File: src/rtl/npcs_pkg.sv
`default_nettype none
// ----------------------------------------------------------------------------
// npcs_pkg
// Shared types and constants of the NAND page command sequencer: geometry,
// opcodes, bus cycle codes and the job descriptor passed from front to back.
// ----------------------------------------------------------------------------
package npcs_pkg;

	localparam int PAGE_BYTES      = 2048;
	localparam int PAGES_PER_BLOCK = 64;
	localparam int COL_W           = $clog2(PAGE_BYTES);
	localparam int PAGE_W          = 21;
	localparam int BLK_W           = $clog2(PAGE_BYTES * PAGES_PER_BLOCK);
	localparam logic [31:0] BLK_BYTES = 32'(PAGE_BYTES * PAGES_PER_BLOCK);
	localparam int NUM_SLOTS       = 16;

	localparam logic [7:0] CMD_READ      = 8'h00;
	localparam logic [7:0] CMD_READ_GO   = 8'h30;
	localparam logic [7:0] CMD_PROG      = 8'h80;
	localparam logic [7:0] CMD_PROG_GO   = 8'h10;
	localparam logic [7:0] CMD_ERASE     = 8'h60;
	localparam logic [7:0] CMD_ERASE_GO  = 8'hD0;

	typedef enum logic [1:0] {
		KIND_READ  = 2'd0,
		KIND_PROG  = 2'd1,
		KIND_ERASE = 2'd2,
		KIND_STEP  = 2'd3
	} kind_t;

	typedef enum logic [1:0] {
		MODE_IDLE  = 2'd0,
		MODE_READ  = 2'd1,
		MODE_PROG  = 2'd2,
		MODE_ERASE = 2'd3
	} mode_t;

	typedef enum logic [2:0] {
		CY_SEL   = 3'd0,
		CY_DESEL = 3'd1,
		CY_CMD   = 3'd2,
		CY_ADDR  = 3'd3,
		CY_WDATA = 3'd4,
		CY_RDATA = 3'd5,
		CY_WAIT  = 3'd6,
		CY_ERR   = 3'd7
	} cycle_t;

	// bus word slots, emitted lowest first
	typedef enum logic [3:0] {
		SLOT_PRE_DESEL = 4'd0,
		SLOT_ERR       = 4'd1,
		SLOT_SEL       = 4'd2,
		SLOT_CMD_A     = 4'd3,
		SLOT_COL_LO    = 4'd4,
		SLOT_COL_HI    = 4'd5,
		SLOT_ROW_LO    = 4'd6,
		SLOT_ROW_MID   = 4'd7,
		SLOT_ROW_HI    = 4'd8,
		SLOT_CMD_B     = 4'd9,
		SLOT_WAIT_A    = 4'd10,
		SLOT_RDATA     = 4'd11,
		SLOT_WDATA     = 4'd12,
		SLOT_CMD_C     = 4'd13,
		SLOT_WAIT_B    = 4'd14,
		SLOT_FIN       = 4'd15
	} slot_t;

	typedef struct packed {
		logic [NUM_SLOTS-1:0] mask;
		logic [7:0]           cmd_a;
		logic [7:0]           cmd_b;
		logic [COL_W-1:0]     column;
		logic [PAGE_W-1:0]    page;
		logic [7:0]           data;
	} desc_t;

endpackage
`default_nettype wire

File: src/rtl/nand_page_command_sequencer_unit.sv
`default_nettype none
// ----------------------------------------------------------------------------
// nand_page_command_sequencer_unit
// Large-page NAND read/program/erase command sequencer.
// ----------------------------------------------------------------------------
// Each request word (start read, start program, start erase, or step) yields
// one to ten bus words on the output, one per clock while the bus side takes
// them; the bus sequencer emitting a single word a cycle sets the rate.
// Request words are taken back to back while the two-entry descriptor
// queue has room.
module nand_page_command_sequencer_unit import npcs_pkg::*; (
	input  wire logic        clk,
	input  wire logic        arst_n,
	input  wire logic        req_valid,
	output      logic        req_ready,
	input  wire logic [1:0]  kind,
	input  wire logic [31:0] address,
	input  wire logic [31:0] length,
	input  wire logic [7:0]  data_byte,
	output      logic        bus_valid,
	input  wire logic        bus_ready,
	output      logic [2:0]  cycle,
	output      logic [7:0]  value,
	output      logic        last,
	output      logic        done_res
);

	logic  push_valid;
	logic  push_ready;
	desc_t push_desc;
	logic  pop_valid;
	logic  pop_ready;
	desc_t pop_desc;

	npcs_front u_front (
		.clk        (clk),
		.arst_n     (arst_n),
		.req_valid  (req_valid),
		.req_ready  (req_ready),
		.kind       (kind),
		.address    (address),
		.length     (length),
		.data_byte  (data_byte),
		.push_valid (push_valid),
		.push_ready (push_ready),
		.push_desc  (push_desc)
	);

	npcs_queue u_queue (
		.clk        (clk),
		.arst_n     (arst_n),
		.push_valid (push_valid),
		.push_ready (push_ready),
		.push_desc  (push_desc),
		.pop_valid  (pop_valid),
		.pop_ready  (pop_ready),
		.pop_desc   (pop_desc)
	);

	npcs_back u_back (
		.clk       (clk),
		.arst_n    (arst_n),
		.pop_valid (pop_valid),
		.pop_ready (pop_ready),
		.pop_desc  (pop_desc),
		.bus_valid (bus_valid),
		.bus_ready (bus_ready),
		.cycle     (cycle),
		.value     (value),
		.last      (last),
		.done_res  (done_res)
	);

	a_done_is_last: assert property (@(posedge clk) disable iff (!arst_n)
		bus_valid && done_res |-> last)
		else $error("done word not last");

	a_err_ends: assert property (@(posedge clk) disable iff (!arst_n)
		bus_valid && (cycle == CY_ERR) |-> done_res && last)
		else $error("error word does not end item");

	a_zero_value: assert property (@(posedge clk) disable iff (!arst_n)
		bus_valid && ((cycle == CY_SEL) || (cycle == CY_DESEL) || (cycle == CY_WAIT)
		|| (cycle == CY_RDATA) || (cycle == CY_ERR)) |-> (value == 8'h00))
		else $error("non-zero value on control word");

endmodule
`default_nettype wire

File: src/rtl/npcs_front.sv
`default_nettype none
// ----------------------------------------------------------------------------
// npcs_front
// Accepts request words, tracks the operation state and turns each word
// into a job descriptor listing the bus word slots it causes.
// ----------------------------------------------------------------------------
module npcs_front import npcs_pkg::*; (
	input  wire logic        clk,
	input  wire logic        arst_n,
	input  wire logic        req_valid,
	output      logic        req_ready,
	input  wire logic [1:0]  kind,
	input  wire logic [31:0] address,
	input  wire logic [31:0] length,
	input  wire logic [7:0]  data_byte,
	output      logic        push_valid,
	input  wire logic        push_ready,
	output      desc_t       push_desc
);

	mode_t             mode_q, mode_n;
	logic [PAGE_W-1:0] page_q, page_n;
	logic [COL_W-1:0]  col_q, col_n;
	logic [31:0]       rem_q, rem_n;
	logic              hdr_q, hdr_n;

	kind_t       kind_c;
	logic        accept;
	logic        erase_bad;
	logic        last_byte;
	logic        page_end;
	logic [31:0] erase_rem;
	logic        erase_last;

	assign kind_c     = kind_t'(kind);
	assign accept     = req_valid && push_ready;
	assign req_ready  = push_ready;
	assign push_valid = req_valid;

	assign erase_bad  = (kind_c == KIND_ERASE) && ((length == 32'd0)
		|| (length[BLK_W-1:0] != '0) || (address[BLK_W-1:0] != '0));
	assign last_byte  = (rem_q == 32'd1);
	assign page_end   = (col_q == {COL_W{1'b1}});
	assign erase_rem  = (rem_q >= BLK_BYTES) ? (rem_q - BLK_BYTES) : 32'd0;
	assign erase_last = (erase_rem == 32'd0);

	// next state
	always_comb begin
		mode_n = mode_q;
		page_n = page_q;
		col_n  = col_q;
		rem_n  = rem_q;
		hdr_n  = hdr_q;
		if (kind_c != KIND_STEP) begin
			mode_n = MODE_IDLE;
			hdr_n  = 1'b0;
			if (!erase_bad) begin
				page_n = PAGE_W'(address >> COL_W);
				col_n  = address[COL_W-1:0];
				rem_n  = length;
				if (length != 32'd0) begin
					unique case (kind_c)
						KIND_READ: mode_n = MODE_READ;
						KIND_PROG: mode_n = MODE_PROG;
						default:   mode_n = MODE_ERASE;
					endcase
				end
			end
		end else begin
			unique case (mode_q)
				MODE_IDLE: ;
				MODE_READ, MODE_PROG: begin
					col_n = col_q + COL_W'(1);
					rem_n = rem_q - 32'd1;
					hdr_n = 1'b1;
					if (last_byte) begin
						mode_n = MODE_IDLE;
						hdr_n  = 1'b0;
					end else if (page_end) begin
						page_n = page_q + PAGE_W'(1);
						hdr_n  = 1'b0;
					end
				end
				MODE_ERASE: begin
					rem_n  = erase_rem;
					page_n = page_q + PAGE_W'(PAGES_PER_BLOCK);
					if (erase_last) begin
						mode_n = MODE_IDLE;
						hdr_n  = 1'b0;
					end
				end
			endcase
		end
	end

	// descriptor
	always_comb begin
		push_desc        = '0;
		push_desc.column = col_q;
		push_desc.page   = page_q;
		push_desc.data   = data_byte;
		if (kind_c != KIND_STEP) begin
			push_desc.mask[SLOT_PRE_DESEL] = (mode_q != MODE_IDLE);
			if (erase_bad) begin
				push_desc.mask[SLOT_ERR] = 1'b1;
			end else begin
				push_desc.mask[SLOT_SEL] = 1'b1;
				push_desc.mask[SLOT_FIN] = (length == 32'd0);
			end
		end else begin
			unique case (mode_q)
				MODE_IDLE: push_desc.mask[SLOT_ERR] = 1'b1;
				MODE_READ: begin
					push_desc.cmd_a = CMD_READ;
					push_desc.cmd_b = CMD_READ_GO;
					if (!hdr_q) begin
						push_desc.mask[SLOT_CMD_A]   = 1'b1;
						push_desc.mask[SLOT_COL_LO]  = 1'b1;
						push_desc.mask[SLOT_COL_HI]  = 1'b1;
						push_desc.mask[SLOT_ROW_LO]  = 1'b1;
						push_desc.mask[SLOT_ROW_MID] = 1'b1;
						push_desc.mask[SLOT_ROW_HI]  = 1'b1;
						push_desc.mask[SLOT_CMD_B]   = 1'b1;
						push_desc.mask[SLOT_WAIT_A]  = 1'b1;
					end
					push_desc.mask[SLOT_RDATA] = 1'b1;
					push_desc.mask[SLOT_FIN]   = last_byte;
				end
				MODE_PROG: begin
					push_desc.cmd_a = CMD_PROG;
					if (!hdr_q) begin
						push_desc.mask[SLOT_CMD_A]   = 1'b1;
						push_desc.mask[SLOT_COL_LO]  = 1'b1;
						push_desc.mask[SLOT_COL_HI]  = 1'b1;
						push_desc.mask[SLOT_ROW_LO]  = 1'b1;
						push_desc.mask[SLOT_ROW_MID] = 1'b1;
						push_desc.mask[SLOT_ROW_HI]  = 1'b1;
					end
					push_desc.mask[SLOT_WDATA]  = 1'b1;
					push_desc.mask[SLOT_CMD_C]  = last_byte || page_end;
					push_desc.mask[SLOT_WAIT_B] = last_byte || page_end;
					push_desc.mask[SLOT_FIN]    = last_byte;
				end
				MODE_ERASE: begin
					push_desc.cmd_a = CMD_ERASE;
					push_desc.cmd_b = CMD_ERASE_GO;
					push_desc.mask[SLOT_CMD_A]   = 1'b1;
					push_desc.mask[SLOT_ROW_LO]  = 1'b1;
					push_desc.mask[SLOT_ROW_MID] = 1'b1;
					push_desc.mask[SLOT_ROW_HI]  = 1'b1;
					push_desc.mask[SLOT_CMD_B]   = 1'b1;
					push_desc.mask[SLOT_WAIT_A]  = 1'b1;
					push_desc.mask[SLOT_FIN]     = erase_last;
				end
			endcase
		end
	end

	always_ff @(posedge clk or negedge arst_n) begin
		if (!arst_n) begin
			mode_q <= MODE_IDLE;
			page_q <= '0;
			col_q  <= '0;
			rem_q  <= '0;
			hdr_q  <= 1'b0;
		end else if (accept) begin
			mode_q <= mode_n;
			page_q <= page_n;
			col_q  <= col_n;
			rem_q  <= rem_n;
			hdr_q  <= hdr_n;
		end
	end

endmodule
`default_nettype wire

File: src/rtl/npcs_queue.sv
`default_nettype none
// ----------------------------------------------------------------------------
// npcs_queue
// Two-entry descriptor queue decoupling the front from the bus sequencer.
// ----------------------------------------------------------------------------
module npcs_queue import npcs_pkg::*; (
	input  wire logic  clk,
	input  wire logic  arst_n,
	input  wire logic  push_valid,
	output      logic  push_ready,
	input  wire desc_t push_desc,
	output      logic  pop_valid,
	input  wire logic  pop_ready,
	output      desc_t pop_desc
);

	desc_t      entry_q [2];
	logic       wr_q;
	logic       rd_q;
	logic [1:0] cnt_q;
	logic       push;
	logic       pop;

	assign push_ready = (cnt_q != 2'd2);
	assign pop_valid  = (cnt_q != 2'd0);
	assign pop_desc   = entry_q[rd_q];
	assign push       = push_valid && push_ready;
	assign pop        = pop_valid && pop_ready;

	always_ff @(posedge clk) begin
		if (push) begin
			entry_q[wr_q] <= push_desc;
		end
	end

	always_ff @(posedge clk or negedge arst_n) begin
		if (!arst_n) begin
			wr_q  <= 1'b0;
			rd_q  <= 1'b0;
			cnt_q <= 2'd0;
		end else begin
			if (push) begin
				wr_q <= ~wr_q;
			end
			if (pop) begin
				rd_q <= ~rd_q;
			end
			cnt_q <= cnt_q + 2'(push) - 2'(pop);
		end
	end

endmodule
`default_nettype wire

File: src/rtl/npcs_back.sv
`default_nettype none
// ----------------------------------------------------------------------------
// npcs_back
// Bus sequencer: walks the slots of the current descriptor, one bus word per
// clock while the bus side takes them, into a registered output.
// ----------------------------------------------------------------------------
module npcs_back import npcs_pkg::*; (
	input  wire logic        clk,
	input  wire logic        arst_n,
	input  wire logic        pop_valid,
	output      logic        pop_ready,
	input  wire desc_t       pop_desc,
	output      logic        bus_valid,
	input  wire logic        bus_ready,
	output      logic [2:0]  cycle,
	output      logic [7:0]  value,
	output      logic        last,
	output      logic        done_res
);

	desc_t                work_q;
	logic [NUM_SLOTS-1:0] mask_q;
	logic                 valid_q;
	cycle_t               cycle_q;
	logic [7:0]           value_q;
	logic                 last_q;
	logic                 done_q;

	slot_t                slot;
	logic [NUM_SLOTS-1:0] mask_rest;
	logic                 emit;
	logic                 load;
	cycle_t               cy_c;
	logic [7:0]           val_c;
	logic                 done_c;
	logic [15:0]          col_ext;
	logic [23:0]          page_ext;

	always_comb begin
		slot = SLOT_FIN;
		for (int i = NUM_SLOTS - 1; i >= 0; i--) begin
			if (mask_q[i]) begin
				slot = slot_t'(i);
			end
		end
	end

	assign mask_rest = mask_q & ~(NUM_SLOTS'(1) << slot);
	assign emit      = (mask_q != '0) && (!valid_q || bus_ready);
	assign load      = (mask_q == '0) || (emit && (mask_rest == '0));
	assign pop_ready = load;
	assign col_ext   = 16'(work_q.column);
	assign page_ext  = 24'(work_q.page);

	always_comb begin
		cy_c   = CY_ADDR;
		val_c  = 8'h00;
		done_c = 1'b0;
		unique case (slot)
			SLOT_PRE_DESEL: cy_c = CY_DESEL;
			SLOT_ERR: begin
				cy_c   = CY_ERR;
				done_c = 1'b1;
			end
			SLOT_SEL: cy_c = CY_SEL;
			SLOT_CMD_A: begin
				cy_c  = CY_CMD;
				val_c = work_q.cmd_a;
			end
			SLOT_COL_LO:  val_c = col_ext[7:0];
			SLOT_COL_HI:  val_c = col_ext[15:8];
			SLOT_ROW_LO:  val_c = page_ext[7:0];
			SLOT_ROW_MID: val_c = page_ext[15:8];
			SLOT_ROW_HI:  val_c = page_ext[23:16];
			SLOT_CMD_B: begin
				cy_c  = CY_CMD;
				val_c = work_q.cmd_b;
			end
			SLOT_WAIT_A: cy_c = CY_WAIT;
			SLOT_RDATA:  cy_c = CY_RDATA;
			SLOT_WDATA: begin
				cy_c  = CY_WDATA;
				val_c = work_q.data;
			end
			SLOT_CMD_C: begin
				cy_c  = CY_CMD;
				val_c = CMD_PROG_GO;
			end
			SLOT_WAIT_B: cy_c = CY_WAIT;
			SLOT_FIN: begin
				cy_c   = CY_DESEL;
				done_c = 1'b1;
			end
		endcase
	end

	always_ff @(posedge clk) begin
		if (load && pop_valid) begin
			work_q <= pop_desc;
		end
		if (emit) begin
			cycle_q <= cy_c;
			value_q <= val_c;
			last_q  <= (mask_rest == '0);
			done_q  <= done_c;
		end
	end

	always_ff @(posedge clk or negedge arst_n) begin
		if (!arst_n) begin
			mask_q  <= '0;
			valid_q <= 1'b0;
		end else begin
			if (load) begin
				mask_q <= pop_valid ? pop_desc.mask : '0;
			end else if (emit) begin
				mask_q <= mask_rest;
			end
			if (emit) begin
				valid_q <= 1'b1;
			end else if (bus_ready) begin
				valid_q <= 1'b0;
			end
		end
	end

	assign bus_valid = valid_q;
	assign cycle     = cycle_q;
	assign value     = value_q;
	assign last      = last_q;
	assign done_res  = done_q;

endmodule
`default_nettype wire
File: config.mk
export PLATFORM = sky130hd
export DESIGN_NAME = nand_page_command_sequencer_unit
export DESIGN_NICKNAME = d
export VERILOG_FILES = /design/src/rtl/npcs_pkg.sv /design/src/rtl/nand_page_command_sequencer_unit.sv /design/src/rtl/npcs_front.sv /design/src/rtl/npcs_queue.sv /design/src/rtl/npcs_back.sv
export SDC_FILE = /design/constraint.sdc
export NUM_CORES = 1
export LEC_CHECK = 0
export ABC_AREA = 1
export BUFFER_PORTS_ARGS = -buffer_cell sky130_fd_sc_hd__buf_4
export CAP_MARGIN = 40
export CORE_MARGIN = 3
export CORE_UTILIZATION = 65
export CTS_CLUSTER_DIAMETER = 200
export DETAILED_ROUTE_END_ITERATION = 12
export PLACE_DENSITY = 0.84
export SYNTH_ARGS = -nofsm -noshare
export SYNTH_HDL_FRONTEND = slang
export SYNTH_HIERARCHICAL = 1
export SYNTH_SLANG_ARGS = --single-unit
File: constraint.sdc
create_clock -name clk -period 9.6 [get_ports clk]
set_clock_uncertainty 0.2 [all_clocks]
set_input_delay 0.96 -clock clk [delete_from_list [all_inputs] [get_ports clk]]
set_output_delay 0.96 -clock clk [all_outputs]
set_load 0.01 [all_outputs]
==> impl_metrics.json, run 1 <==
{
  "drcViolationCount": 0,
  "drive_above_1_share_pct": 13.21,
  "yosys.area.top_type_share_pct": 41.92,
  "crit_end": "u_back/page_ext[6]",
  "drt-total-wl_um": 35820,
  "nNetsFinal": 1817,
  "rsz0062_at_grt": "false",
  "grt_max_degree": 74,
  "regToRegSetupSlack_ns": 5.68,
  "clockRootBuffer": "clkbuf_16",
  "firstDrtPassIters": 5,
  "vias": 12050,
  "synth_top_area_cell": "edfxtp_1",
  "ant_nets": 0,
  "setup_violations": 0,
  "relSlewSlack_pct": 46.02,
  "gp_congestion": 0.9283,
  "synth_flop_cell": "edfxtp_1",
  "cts.path.max_buffers": 3,
  "via_per_inst": 5.841,
  "io_buffers": 92,
  "clk_latency_ns": 0.55,
  "drtIter0Drc": 1315,
  "fp.coreArea_sq_mm": 0.02285,
  "numCtsBuffers": 31,
  "gr-total-overflow": 0,
  "worst_pin_slew_ns": 0.8097,
  "async_flop_share_pct": 29.24,
  "post_drt_wl_per_cell_um": 17.37,
  "cp.arrival_ns": 3.91,
  "p_leak_nw": 7.263,
  "die_w_um": 159.2,
  "postCtsSetupBuffers": 0,
  "grt_pass1_vias": 11540,
  "r2r-start": "u_back/mask_q[13]",
  "hold_buffers": 0,
  "fp.dieH_um": 159.2,
  "synth_edf_count": 213,
  "powerDensity_mw_per_mm2": 266.7,
  "syn2layout_area_growth_pct": 11.35,
  "num_rows": 55,
  "min_period_ns": 3.922,
  "synth-seq-cells": 301,
  "fin_setup_tns_ns": 0,
  "dieArea_sq_mm": 0.02535,
  "min_path_type": "in -> async",
  "dp_hpwl_um": 24150,
  "post_cts_resized": 0,
  "grt_usage_pct": 27.76,
  "syn_area_per_cell_sq_um": 9.213,
  "htree_num_levels": 1,
  "rr_worst_depth": 16,
  "synth_area_leaders": "edfxtp_1, dfrtp_1, nand2_1",
  "fmax_ghz": 0.2550,
  "utilization_pct": 74.36,
  "cap_violations": 0,
  "ys_types": 57,
  "crit_start": "u_back/mask_q[13]",
  "fin_crit_sh_pct": 40.85,
  "antenna_found_initial": 0,
  "final-hold-violation-count": 0,
  "syn_area_sq_mm": 0.01526,
  "critPathRequiredTime_ns": 9.58,
  "numClockSinks": 301,
  "num_antenna_cells": 0,
  "cp_max_fo": 56,
  "synth_cells": 1656,
  "outcome": "completed",
  "initial_core_util_pct": 66.78,
  "criticalPathCategory": "reg -> reg",
  "ys_warn_count": 6,
  "endpoint_kind": "flop",
  "cts_tree": "done",
  "cp-start-kind": "flop",
  "pin_count": 93,
  "holdWs_ns": 0.1176,
  "grt_pass1_wl_um": 57600,
  "timing.rr.end": "u_back/page_ext[6]",
  "path_clk_slew_ns": 0.06,
  "yosysSeqAreaShare_pct": 56.36,
  "ir_worst_vdd_mv": 0.1635,
  "drv_slew": 0
}
-- power by group --
part | switching, mW | leakage (nW) | internal, mW
registers | 0.275 | 3.03 | 1.82
logic | 0.860 | 3.77 | 0.430
clock network | 0.490 | 0.466 | 0.651
total | 1.63 | 7.26 | 2.90
-- Yosys cell counts, types with 16 or more instances --
library cell,count
nor3_1,18
nand3_1,78
nand3b_1,17
edfxtp_1,213
a21oi_1,52
buf_4,35
o21ai_0,72
nor2_1,126
a22oi_1,16
clkbuf_1,21
dfrtp_1,88
nand2_1,551
nand4_1,29
xor2_1,19
o21ai_1,17
inv_1,125
-- registers in the layout, summed over array words and instances, names as in the netlist, 2 cells and up --
register and flops:
u_queue/entry_q 144, u_back/col_ext 11, u_back/work_q 24, u_back/value 8, u_back/mask_q 16, u_front/page_q 21, u_back/cycle 3, u_queue/cnt_q 2
u_front/col_q 11, u_back/page_ext 21, u_front/mode_q 2, u_front/rem_q 32
-- cells in the final DEF (no fill, tap or decap), types with 16 or more instances in the layout --
cell type,instances
nand2_1,550
o21ai_1,17
o21ai_0,72
nand3_1,78
a22oi_1,16
nor3_1,18
nand3b_1,17
a21oi_1,52
nand4_1,29
inv_1,125
clkbuf_16,31
edfxtp_1,213
dfrtp_1,87
xor2_1,19
buf_4,103
nor2_1,124
-- stage by stage --
| step | cells | cell area (sq um) | setup slack, ns | power (mW) |
|---|---|---|---|---|
| 5_1_grt | 2062 | 16990 | 5.221 | 4.788 |
| 4_1_cts | 2062 | 16990 | 5.700 | 4.523 |
| 3_5_place_dp | 2005 | 16020 | 5.709 | 3.371 |
| 3_3_place_gp | 2000 | 15920 | 5.323 | 3.284 |
| 6_report | 2062 | 16990 | 5.678 | 4.530 |
| 2_1_floorplan | 1664 | 15290 | 4.752 | 2.973 |
-- worst max-delay path, stage by stage (launching register included) --
cell and delay, ns:
dfrtp_1 0.42, o21ai_0 0.18, nand3_1 0.10, nand2_1 0.07
nand3_1 0.07, nand2_1 0.08, nand3_1 0.35, inv_1 0.29
nand4_1 0.19, nand2_1 0.11, nand2_1 0.05, inv_1 0.06
nand3_2 0.09, nor2_4 0.32, nand3_2 0.24, nor2_4 0.12
buf_4 0.57
-- per-layer routing --
metal	vias up	GRT usage, %	routed length, um
li1	5673	-	-
met1	5645	39.74	14900
met2	640	44.57	16860
met3	87	3.616	3012
met4	0	9.471	1045
met5	-	0	0
-- logic make-up after synthesis --
group,synth area share [%]
AOI/OAI and AO/OA,7.799
xor gates and xnor gates,1.263
adders and majority gates,1.148
buffers and inverters,7.061
DFF,56.36
other,0.02458
and+or+nand+nor,26.35
-- final cells by class --
type | count | area [sq um]
clock buffer | 39 | 805.8
clock inverter | 18 | 161.4
fill | 1620 | 5858
inverter | 142 | 540.5
multi-input combinational | 1143 | 5634
sequential | 301 | 8600
tap | 313 | 391.6
timing repair buffer | 106 | 855.8
-- worst min path at each step --
stage	startpoint	to	slack, ns	depth (start not counted)
final	arst_n	u_back/bus_valid	0.12	1
after CTS	arst_n	u_front/page_q[15]	0.11	1
after global placement	u_front/col_q[8]	u_queue/entry_q[1][37]	0.28	0
after global routing	arst_n	u_front/page_q[15]	0.11	1
after floorplan	u_front/col_q[8]	u_queue/entry_q[0][37]	0.24	0
after detailed placement	u_front/col_q[8]	u_queue/entry_q[0][37]	0.27	0
(Power assumes the default switching activity.)
==> run 2, diff against run 1 <==
- ABC_AREA: 1 -> 0
- CORE_UTILIZATION: 65 -> 62
- PLACE_DENSITY: 0.84 -> 0.81
- clock period: 9.6 -> 3.8 ns (I/O delays scaled with it)
==> impl_metrics.json, run 2 <==
{
  "outcome": "completed",
  "min_path_type": "in -> reg",
  "cp_max_fo": 11,
  "grt_pass1_vias": 10470,
  "min_period_ns": 3.560,
  "endpoint_kind": "flop",
  "synth_edf_count": 213,
  "syn_area_per_cell_sq_um": 12.05,
  "initial_core_util_pct": 63.40,
  "pin_count": 93,
  "fin_crit_sh_pct": 93.70,
  "clockRootBuffer": "clkbuf_16",
  "min_path_cells": 3,
  "drive_above_1_share_pct": 22.45,
  "power_frac_seq_pct": 41.9,
  "grt_max_degree": 74,
  "criticalPathCategory": "reg -> reg",
  "synth_cells": 1195,
  "rsz0062_at_grt": "false",
  "powerDensity_mw_per_mm2": 828.2,
  "antenna_found_initial": 0,
  "top_register": "u_queue/entry_q",
  "layout_common_cells": "edfxtp_1, buf_4, o21ai_0, dfrtp_1",
  "vias": 10690,
  "cp-start-kind": "flop",
  "syn2layout_area_growth_pct": 17.35,
  "place_ws_ns": 0.2810,
  "relSlewSlack_pct": 48.41,
  "synth.most_common_cell": "edfxtp_1",
  "dieArea_sq_mm": 0.02509,
  "drv_slew": 0,
  "gp_congestion": 0.9446,
  "final-hold-violation-count": 0,
  "stdcell_area_sq_mm": 0.01690,
  "p_leak_nw": 6.317,
  "post_dp_cell_area_sq_mm": 0.01531,
  "post_drt_wl_per_cell_um": 21.80,
  "async_flop_share_pct": 29.24,
  "critPathRequiredTime_ns": 4.07,
  "yosysSeqAreaShare_pct": 59.71,
  "drt-total-wl_um": 35930,
  "numCtsBuffers": 31,
  "worst_pin_slew_ns": 0.7668,
  "holdCritStartpoint": "address[9]",
  "layout_commonest_cell": "edfxtp_1",
  "synth_area_leaders": "edfxtp_1, dfrtp_1, mux2_2",
  "cap_violations": 0,
  "grt_usage_pct": 28.51,
  "via_per_inst": 6.484,
  "switching_share_pct": 37.42,
  "largest_reg_flops": 144,
  "htree_num_levels": 1,
  "cts_tree": "done",
  "grt_pass1_wl_um": 56280,
  "holdPathEnd": "u_front/col_q[9]",
  "cp.arrival_ns": 3.83,
  "yosys.area.top_type_share_pct": 44.42,
  "clockPowerShare_pct": 20.7,
  "synth_top_area_cell": "edfxtp_1",
  "num_antenna_cells": 0,
  "io_buffers": 92,
  "p_comb_share_pct": 37.4,
  "drtIter0Drc": 1184,
  "p_int_mw": 8.757,
  "fp.dieH_um": 158.4,
  "nNetsFinal": 1430,
  "drcViolationCount": 0,
  "ys_types": 92,
  "dp_hpwl_um": 22630,
  "regToRegSetupSlack_ns": 0.24,
  "syn_area_sq_mm": 0.01440,
  "setup_slack_ns": 0.2396,
  "synth_flop_cell": "edfxtp_1",
  "ant_nets": 0,
  "die_w_um": 158.4,
  "holdWs_ns": 0.03020,
  "ys_warn_count": 6,
  "firstDrtPassIters": 6,
  "fp.coreArea_sq_mm": 0.02271,
  "ir_worst_vdd_mv": 0.5657,
  "numClockSinks": 301,
  "timing.rr.end": "u_queue/cnt_q[1]",
  "synth-seq-cells": 301,
  "r2r-start": "u_back/mask_q[4]",
  "fmax_ghz": 0.2809,
  "gr-total-overflow": 0,
  "cts.path.max_buffers": 3,
  "reg_top3": "u_queue/entry_q (144), u_front/rem_q (32), u_back/work_q (24)",
  "setup_violations": 0,
  "fin_setup_tns_ns": 0,
  "path_clk_slew_ns": 0.06,
  "num_rows": 55,
  "synth.top_cells.by_count": "edfxtp_1, o21ai_0, dfrtp_1",
  "rr_worst_depth": 12,
  "clk_latency_ns": 0.55,
  "switching_power_mw": 5.237
}
[run 2: repair_timing]
item                       in CTS  in global routing
buffers inserted                0                  0
gates resized for setup         0                  0
setup endpoints to repair       0                  0
hold endpoints to repair      104                  0
hold buffers                   60                  0
[run 2: power by group through the flow]
stage	registers (mW)	clock network (mW)	logic (mW)
6_report	5.87	2.89	5.23
5_1_grt	5.99	3.08	5.70
4_1_cts	5.84	2.95	5.16
3_5_place_dp	5.87	0	5.05
3_3_place_gp	5.80	0	4.96
2_1_floorplan	5.58	0	3.72
[run 2: worst max-delay path by stage]
stage                     cells past startpoint                end              start
after floorplan                               8  u_back/col_ext[0]  u_back/mask_q[14]
after detailed placement                     12   u_queue/cnt_q[1]   u_back/mask_q[4]
after CTS                                    12   u_queue/cnt_q[1]   u_back/mask_q[4]
after global placement                       12   u_queue/cnt_q[1]   u_back/mask_q[4]
final                                        12   u_queue/cnt_q[1]   u_back/mask_q[4]
after global routing                         11   u_queue/cnt_q[1]   u_back/mask_q[4]
[run 2: layout make-up]
type	count	area, sq um
multi-input cells	778	5185
flip-flops and latches	301	8600
fillers	1423	5812
clock buffers	35	800.8
inverters	38	146.4
clock inverters	23	187.7
repair buffers	188	1622
well taps	285	356.6
[run 2: cells by family after synthesis]
logic type | share of synthesized area (%)
muxes | 5.918
other | 0.02604
buffers and inverters | 4.545
xor gates and xnor gates | 0.5475
adders and majority gates | 1.217
DFF | 59.71
AOI/OAI and AO/OA | 15.48
and+or+nand+nor | 12.56
[run 2: through the flow]
stage,power [mW],utilization (%),std cells
final,13.99,74.41,1648
after global placement,10.76,67.32,1527
after global routing,14.77,74.41,1648
after CTS,13.95,74.41,1648
after floorplan,9.308,-,1203
after detailed placement,10.92,67.41,1530
[run 2: critical path, stage by stage (launching register included)]
cell       delay (ns)
dfrtp_1          0.52
nand2b_1         0.21
a21o_1           0.23
nor2b_1          0.16
a2111o_1         0.44
a2111oi_4        0.45
nand2_1          0.15
nor3_1           0.25
and2b_2          0.27
o21ba_2          0.21
nor2_1           0.10
ha_1             0.18
xnor2_1          0.12
[run 2: routing by layer]
metal | vias to the layer above | GRT usage (%) | wire length, um | part of all wire [%]
met5 | - | 0 | 0 | 0
met4 | 0 | 8.111 | 974 | 2.7
met3 | 82 | 4.621 | 3140 | 8.7
met2 | 625 | 46.70 | 17340 | 48
met1 | 5184 | 40.03 | 14480 | 40
li1 | 4795 | - | - | -
